===== src/hdl/fspa_pkg.sv =====
// Shared types and codes for the fixed slot pool allocator.
// No dependencies; the controller, datapath and top level import this package.
package fspa_pkg;

	// request modes
	localparam logic MODE_ALLOC = 1'b0;
	localparam logic MODE_FREE  = 1'b1;

	// result status codes
	typedef enum logic [1:0] {
		ST_OK    = 2'd0,
		ST_EMPTY = 2'd1,
		ST_FULL  = 2'd2
	} status_t;

	// controller to datapath commands
	typedef struct packed {
		logic load;    // capture request, launch link read at head
		logic commit;  // update pool state, load output register
	} dp_cmd_t;

	// datapath to controller status
	typedef struct packed {
		logic out_busy;  // output register holds a transaction that is not taken this cycle
	} dp_stat_t;

endpackage


===== src/hdl/fspa_ctrl.sv =====
// Controller state machine of the fixed slot pool allocator.
// Depends on fspa_pkg; drives the datapath through dp_cmd_t.
module fspa_ctrl (
	input  logic              clk,
	input  logic              arst_n,
	input  logic              in_valid,
	output logic              in_stall,
	input  fspa_pkg::dp_stat_t stat,
	output fspa_pkg::dp_cmd_t  cmd
);
	import fspa_pkg::*;

	typedef enum logic {
		S_IDLE,
		S_EXEC
	} state_t;

	state_t state_q;

	assign in_stall   = (state_q != S_IDLE);
	assign cmd.load   = (state_q == S_IDLE) && in_valid;
	assign cmd.commit = (state_q == S_EXEC) && !stat.out_busy;

	always_ff @(posedge clk or negedge arst_n) begin
		if (!arst_n) begin
			state_q <= S_IDLE;
		end else begin
			case (state_q)
				S_IDLE: begin
					if (in_valid) state_q <= S_EXEC;
				end
				S_EXEC: begin
					if (!stat.out_busy) state_q <= S_IDLE;
				end
				default: begin
					state_q <= S_IDLE;
				end
			endcase
		end
	end

endmodule


===== src/hdl/fspa_dp.sv =====
// Datapath of the fixed slot pool allocator: link memory, head, count,
// set-up frontier and output register. Depends on fspa_pkg.
module fspa_dp #(
	parameter int SLOTS = 256
) (
	input  logic              clk,
	input  logic              arst_n,
	input  fspa_pkg::dp_cmd_t  cmd,
	output fspa_pkg::dp_stat_t stat,
	input  logic              mode,
	input  logic [7:0]        slot_index,
	output logic              out_valid,
	input  logic              out_stall,
	output logic [7:0]        granted_slot,
	output logic [1:0]        status,
	output logic [8:0]        free_count
);
	import fspa_pkg::*;

	localparam int AW = (SLOTS > 1) ? $clog2(SLOTS) : 1;
	localparam int CW = $clog2(SLOTS + 1);
	localparam logic [31:0] SLOTS_W = 32'(SLOTS);

	logic [CW-1:0] mem [SLOTS];

	logic          mode_q;
	logic [7:0]    slot_q;
	logic [CW-1:0] head_q;
	logic [CW-1:0] free_q;
	logic [CW-1:0] front_q;
	logic [CW-1:0] rd_q;
	logic          out_valid_q;
	logic [7:0]    granted_q;
	status_t       status_q;
	logic [8:0]    count_q;

	logic [31:0]   slot_w, head_w, front_w, free_w;
	logic [CW-1:0] front_inc, link_val;
	logic [CW-1:0] head_d, free_d, front_d;
	logic [31:0]   granted_w, count_w;
	status_t       status_d;
	logic          we;
	logic [AW-1:0] wa;
	logic [CW-1:0] wd;

	assign slot_w    = {24'd0, slot_q};
	assign head_w    = 32'(head_q);
	assign front_w   = 32'(front_q);
	assign free_w    = 32'(free_q);
	assign front_inc = CW'(front_q + 1'b1);

	// link of the head slot; forward the frontier link set up in this request
	always_comb begin
		if (head_w >= SLOTS_W) begin
			link_val = '0;
		end else if (front_w < SLOTS_W && head_q == front_q) begin
			link_val = front_inc;
		end else begin
			link_val = rd_q;
		end
	end

	always_comb begin
		head_d    = head_q;
		free_d    = free_q;
		front_d   = front_q;
		granted_w = 32'd0;
		status_d  = ST_OK;
		we        = 1'b0;
		wa        = front_q[AW-1:0];
		wd        = front_inc;
		if (mode_q == MODE_ALLOC) begin
			if (free_q == '0) begin
				status_d = ST_EMPTY;
			end else begin
				if (front_w < SLOTS_W) begin
					we      = 1'b1;
					front_d = front_inc;
				end
				granted_w = head_w;
				free_d    = CW'(free_q - 1'b1);
				head_d    = (free_w == 32'd1) ? '0 : link_val;
			end
		end else begin
			granted_w = slot_w;
			if (free_w >= SLOTS_W || slot_w >= SLOTS_W) begin
				status_d = ST_FULL;
			end else begin
				we     = 1'b1;
				wa     = slot_w[AW-1:0];
				wd     = head_q;
				head_d = slot_w[CW-1:0];
				free_d = CW'(free_q + 1'b1);
			end
		end
	end

	assign count_w = 32'(free_d);

	// link memory: one write and one registered read
	always_ff @(posedge clk) begin
		if (cmd.commit && we) mem[wa] <= wd;
		if (cmd.load) rd_q <= mem[head_q[AW-1:0]];
	end

	always_ff @(posedge clk) begin
		if (cmd.load) begin
			mode_q <= mode;
			slot_q <= slot_index;
		end
		if (cmd.commit) begin
			granted_q <= granted_w[7:0];
			status_q  <= status_d;
			count_q   <= count_w[8:0];
		end
	end

	always_ff @(posedge clk or negedge arst_n) begin
		if (!arst_n) begin
			head_q      <= '0;
			free_q      <= CW'(SLOTS);
			front_q     <= '0;
			out_valid_q <= 1'b0;
		end else begin
			if (cmd.commit) begin
				head_q  <= head_d;
				free_q  <= free_d;
				front_q <= front_d;
			end
			if (cmd.commit) begin
				out_valid_q <= 1'b1;
			end else if (out_valid_q && !out_stall) begin
				out_valid_q <= 1'b0;
			end
		end
	end

	assign stat.out_busy = out_valid_q && out_stall;
	assign out_valid     = out_valid_q;
	assign granted_slot  = granted_q;
	assign status        = status_q;
	assign free_count    = count_q;

endmodule


===== src/hdl/fixed_slot_pool_allocator.sv =====
// Fixed slot pool allocator with a lazily built free list.
// No new request is taken while one is in flight: the head slot's link comes from
// a registered read of the link memory, and a full, stalled output register holds
// back the commit of the request into the output register.
// Reset (arst_n low, asynchronous): pool full, head and set-up frontier at slot 0,
// no result pending. The link memory is not cleared; entries are written before use.
module fixed_slot_pool_allocator #(
	parameter int SLOTS = 256
) (
	input  logic       clk,
	input  logic       arst_n,
	// request channel
	input  logic       in_valid,
	output logic       in_stall,
	input  logic       mode,
	input  logic [7:0] slot_index,
	// result channel
	output logic       out_valid,
	input  logic       out_stall,
	output logic [7:0] granted_slot,
	output logic [1:0] status,
	output logic [8:0] free_count
);
	import fspa_pkg::*;

	dp_cmd_t  cmd;
	dp_stat_t stat;

	// Controller: take a request transaction when idle, then commit it once the
	// output register can take the result. The datapath launches the link read
	// at the head slot on the accept edge, so the commit cycle sees its data.
	fspa_ctrl u_ctrl (
		.clk      (clk),
		.arst_n   (arst_n),
		.in_valid (in_valid),
		.in_stall (in_stall),
		.stat     (stat),
		.cmd      (cmd)
	);

	// Datapath: on commit, an allocate sets up the frontier link (if any are left),
	// pops the head and follows its link; a free pushes the slot on the head.
	// The result transaction waits in the output register while the next request
	// is accepted.
	fspa_dp #(
		.SLOTS (SLOTS)
	) u_dp (
		.clk          (clk),
		.arst_n       (arst_n),
		.cmd          (cmd),
		.stat         (stat),
		.mode         (mode),
		.slot_index   (slot_index),
		.out_valid    (out_valid),
		.out_stall    (out_stall),
		.granted_slot (granted_slot),
		.status       (status),
		.free_count   (free_count)
	);

endmodule

===== config.mk =====
export PLATFORM = sky130hd
export DESIGN_NAME = fixed_slot_pool_allocator
export DESIGN_NICKNAME = d
export VERILOG_FILES = /design/src/hdl/fspa_pkg.sv /design/src/hdl/fspa_ctrl.sv /design/src/hdl/fspa_dp.sv /design/src/hdl/fixed_slot_pool_allocator.sv
export SDC_FILE = /design/constraint.sdc
export NUM_CORES = 2
export LEC_CHECK = 0
export BUFFER_PORTS_ARGS = -buffer_cell sky130_fd_sc_hd__buf_4
export CORE_ASPECT_RATIO = 0.8
export CORE_UTILIZATION = 43
export DETAILED_ROUTE_END_ITERATION = 8
export PLACE_DENSITY = 0.67
export SYNTH_ARGS = -nofsm -noshare
export SYNTH_HDL_FRONTEND = slang
export SYNTH_HIERARCHICAL = 1
export SYNTH_SLANG_ARGS = --single-unit

===== constraint.sdc =====
create_clock -name clk -period 21 [get_ports clk]
set_input_delay 6.3 -clock clk [delete_from_list [all_inputs] [get_ports clk]]
set_output_delay 6.3 -clock clk [all_outputs]
set_load 0.02 [all_outputs]

==> results.json <==
{
  "status": "complete, no violations",
  "post_cts_buffers": 0,
  "drive_above_1_share_pct": 21.31,
  "core-area_um2": 212500,
  "use_met1_pct": 35.05,
  "grt.total_usage_pct": 23.04,
  "design_power_total_mw": 14.42,
  "critPathArrivalTime_ps": 10160,
  "setup_viol": 0,
  "synth_seq_cells": 2370,
  "diodes": 0,
  "fin_crit_ps": 9683,
  "syn_inst": 4459,
  "rows": 151,
  "hold_viol": 0,
  "wl_per_cell_um": 33.16,
  "cp-end-kind": "flip-flop",
  "cp.required_ps": 21480,
  "clk_latency_ps": 870,
  "timing.fmax_mhz": 103.3,
  "synth_fa_ha_area_share_pct": 0.05419,
  "post_drt_via_cell_ratio": 6.294,
  "synth_area_um2": 92350,
  "yosys.area.top_type": "edfxtp_1",
  "cts_max_level": 4,
  "pwr-share-clk_pct": 27.8,
  "numPortBuffers": 33,
  "synthFlopType": "edfxtp_1",
  "synth-simple-area-share_pct": 2.734,
  "rsz0062_at_grt": "false",
  "worst-path-max-fanout": 34,
  "ys_seq_area_share_pct": 76.91,
  "synth-edff-count": 2341,
  "cts_buffer_depth": 3,
  "slew_viol_final": 0,
  "yosysWarnings": 6,
  "muxShareOfSynthArea_pct": 14.03,
  "clock_sinks": 2370,
  "fin_skew_ps": 64.28,
  "cts_tree": "built",
  "async_reset_ff_share_pct": 1.224,
  "cts_made_buffers": 218,
  "p_per_area_nw_per_um2": 140.4,
  "drt_pass1_iterations": 6,
  "tns_ps": 0,
  "io_pins": 34,
  "grt_pass1_wl_um": 352600,
  "grt-busiest-layer": "met1",
  "grt_use_met2_pct": 30.75,
  "drcViolationCount": 0,
  "clk_pin_slew_ps": 60,
  "p_comb_share_pct": 30.4,
  "min_path_type": "flip-flop to flip-flop",
  "yosysMostFrequentCell": "edfxtp_1",
  "cts_root_buffer": "clkbuf_16",
  "switching_share_pct": 33.83,
  "hold_buffers": 0,
  "synth_fp_nets": 4476,
  "ir_worst_vdd_mv": 0.1778,
  "crit_type": "input port to flip-flop",
  "synth_top_family_by_area": "multiplexers",
  "synth_top_area_share_pct": 76.12,
  "dp_slack_ps": 10530,
  "maxCapViolations": 0,
  "initial_core_util_pct": 43.45,
  "die_x_um": 520.1,
  "avgSynthCellArea_um2": 20.71,
  "synth_cell_types": 77,
  "detail-route-antenna-nets": 0,
  "area_delta_synth_final_pct": 11.20,
  "grtUsageMet3_pct": 9.168,
  "timing.final.crit_share_pct": 46.11,
  "pwr-share-seq_pct": 41.7,
  "grt_overflow_total": 0,
  "dr.first_iter.drc_count": 8269,
  "antenna_found_initial": 6,
  "worstReg2RegStart": "u_dp/head_q[0]$_DFFE_PN0P_",
  "vias": 47500,
  "gp_congestion": 0.9149,
  "fp.dieArea_um2": 216600,
  "instances_no_fill": 7547,
  "min_from": "u_dp/free_q[7]$_DFFE_PN0P_",
  "power.switching_mw": 4.878,
  "cp-start-kind": "input port",
  "synth_xor_area_share_pct": 0.3319,
  "crit_path_start": "out_stall",
  "grt_max_degree": 169,
  "synth_area_leaders": "edfxtp_1, mux4_2, mux2i_1",
  "p_leak_nw": 31.12,
  "fin_util_pct": 48.32,
  "slew_headroom_pct": 4.804,
  "place_inst": 7137,
  "intPower_mw": 9.540,
  "synth-compound-area-share_pct": 4.016,
  "layout_setup_ws_ps": 11320,
  "routed_wl_um": 250300,
  "die_h_um": 416.5,
  "grt_pass1_vias": 45110,
  "worstMarginPinSlew_ps": 1415,
  "synth_commonest_cells": "edfxtp_1, mux4_2, nor2_1",
  "cts_resized": 0,
  "r2r_slack_ps": 14710,
  "fin_nets": 4545,
  "dp_hpwl_um": 150800
}
[worst max-delay path, cell delays in order]
cell and delay (ps):
buf_4 100, and2_1 180, nor2b_2 100, buf_4 360, nand3b_1 340, nand2_2 630, nand3_2 1080, nor2_1 1030
[final cells by class]
cell class                 count  area (um2)
sequential                  2370       71040
clock buffer                 261        5698
fill                       16800      109900
clock inverter               148        1582
tap                         2830        3541
timing repair buffer         122        1028
multi-input combinational   1804       19760
inverter                      12       45.04
[cell usage in the layout, fill, tap and decap left out, drive strengths merged, types with 32 or more instances in the layout]
cell    instances
o22ai          32
o21ai          33
o221ai         52
mux2i         157
clkinv         95
nor2          299
clkbuf        261
nand3          37
mux4          499
a22oi         188
buf           122
a21oi         139
nand2          99
edfxtp       2341
[power by group through the flow]
| stage | sequential, mW | clock, mW | combinational, mW |
|---|---|---|---|
| after floorplan | 6.28 | 0 | 2.70 |
| after global placement | 6.11 | 0 | 4.28 |
| after detailed placement | 6.11 | 0 | 4.30 |
| after CTS | 6.01 | 4.06 | 4.30 |
| after global routing | 6.02 | 4.23 | 4.53 |
| final | 6.02 | 4.01 | 4.39 |
[registers in the layout (all words and copies together), names as in the netlist, 2 cells and up]
register / cells
u_dp/mem: 2304
u_dp/free_count: 9
u_dp/free_q: 9
u_dp/front_q: 9
u_dp/head_q: 9
u_dp/rd_q: 9
u_dp/granted_slot: 8
u_dp/slot_q: 8
u_dp/status: 2
[path summary, 6_finish.rpt]
path / depth (start not counted) / to
min in group asynchronous: 1 / u_dp/free_q[2]$_DFFE_PN0P_
worst max-delay path: 8 / u_dp/mem[205][5]$_DFFE_PP_
max in group asynchronous: 1 / u_dp/head_q[1]$_DFFE_PN0P_
worst max register to register: 9 / u_dp/rd_q[4]$_DFFE_PP_
worst min-delay path: 1 / u_dp/free_q[7]$_DFFE_PN0P_
worst min register to register: 1 / u_dp/free_q[7]$_DFFE_PN0P_
[metrics by stage]
step           hold slack (ps)  instance area [um2]
4_1_cts                  558.8               102700
5_1_grt                  585.0               102700
2_1_floorplan            483.0                92350
3_5_place_dp             539.8                95410
6_report                 572.6               102700
3_3_place_gp             512.0                95410
[per-layer routing]
| metal | share of wire, % | vias up |
|---|---|---|
| li1 | - | 18750 |
| met1 | 40 | 24600 |
| met2 | 41 | 3816 |
| met3 | 16 | 338 |
| met4 | 2.1 | 8 |
| met5 | 0.021 | - |
[logic make-up after synthesis]
logic type	Yosys count
flops	2370
mux	664
simple gates	567
compound gates	534
buf+inv	285
xor+xnor	35
fa+ha+maj	4
Note: power is estimated with default switching activity, not from simulation.
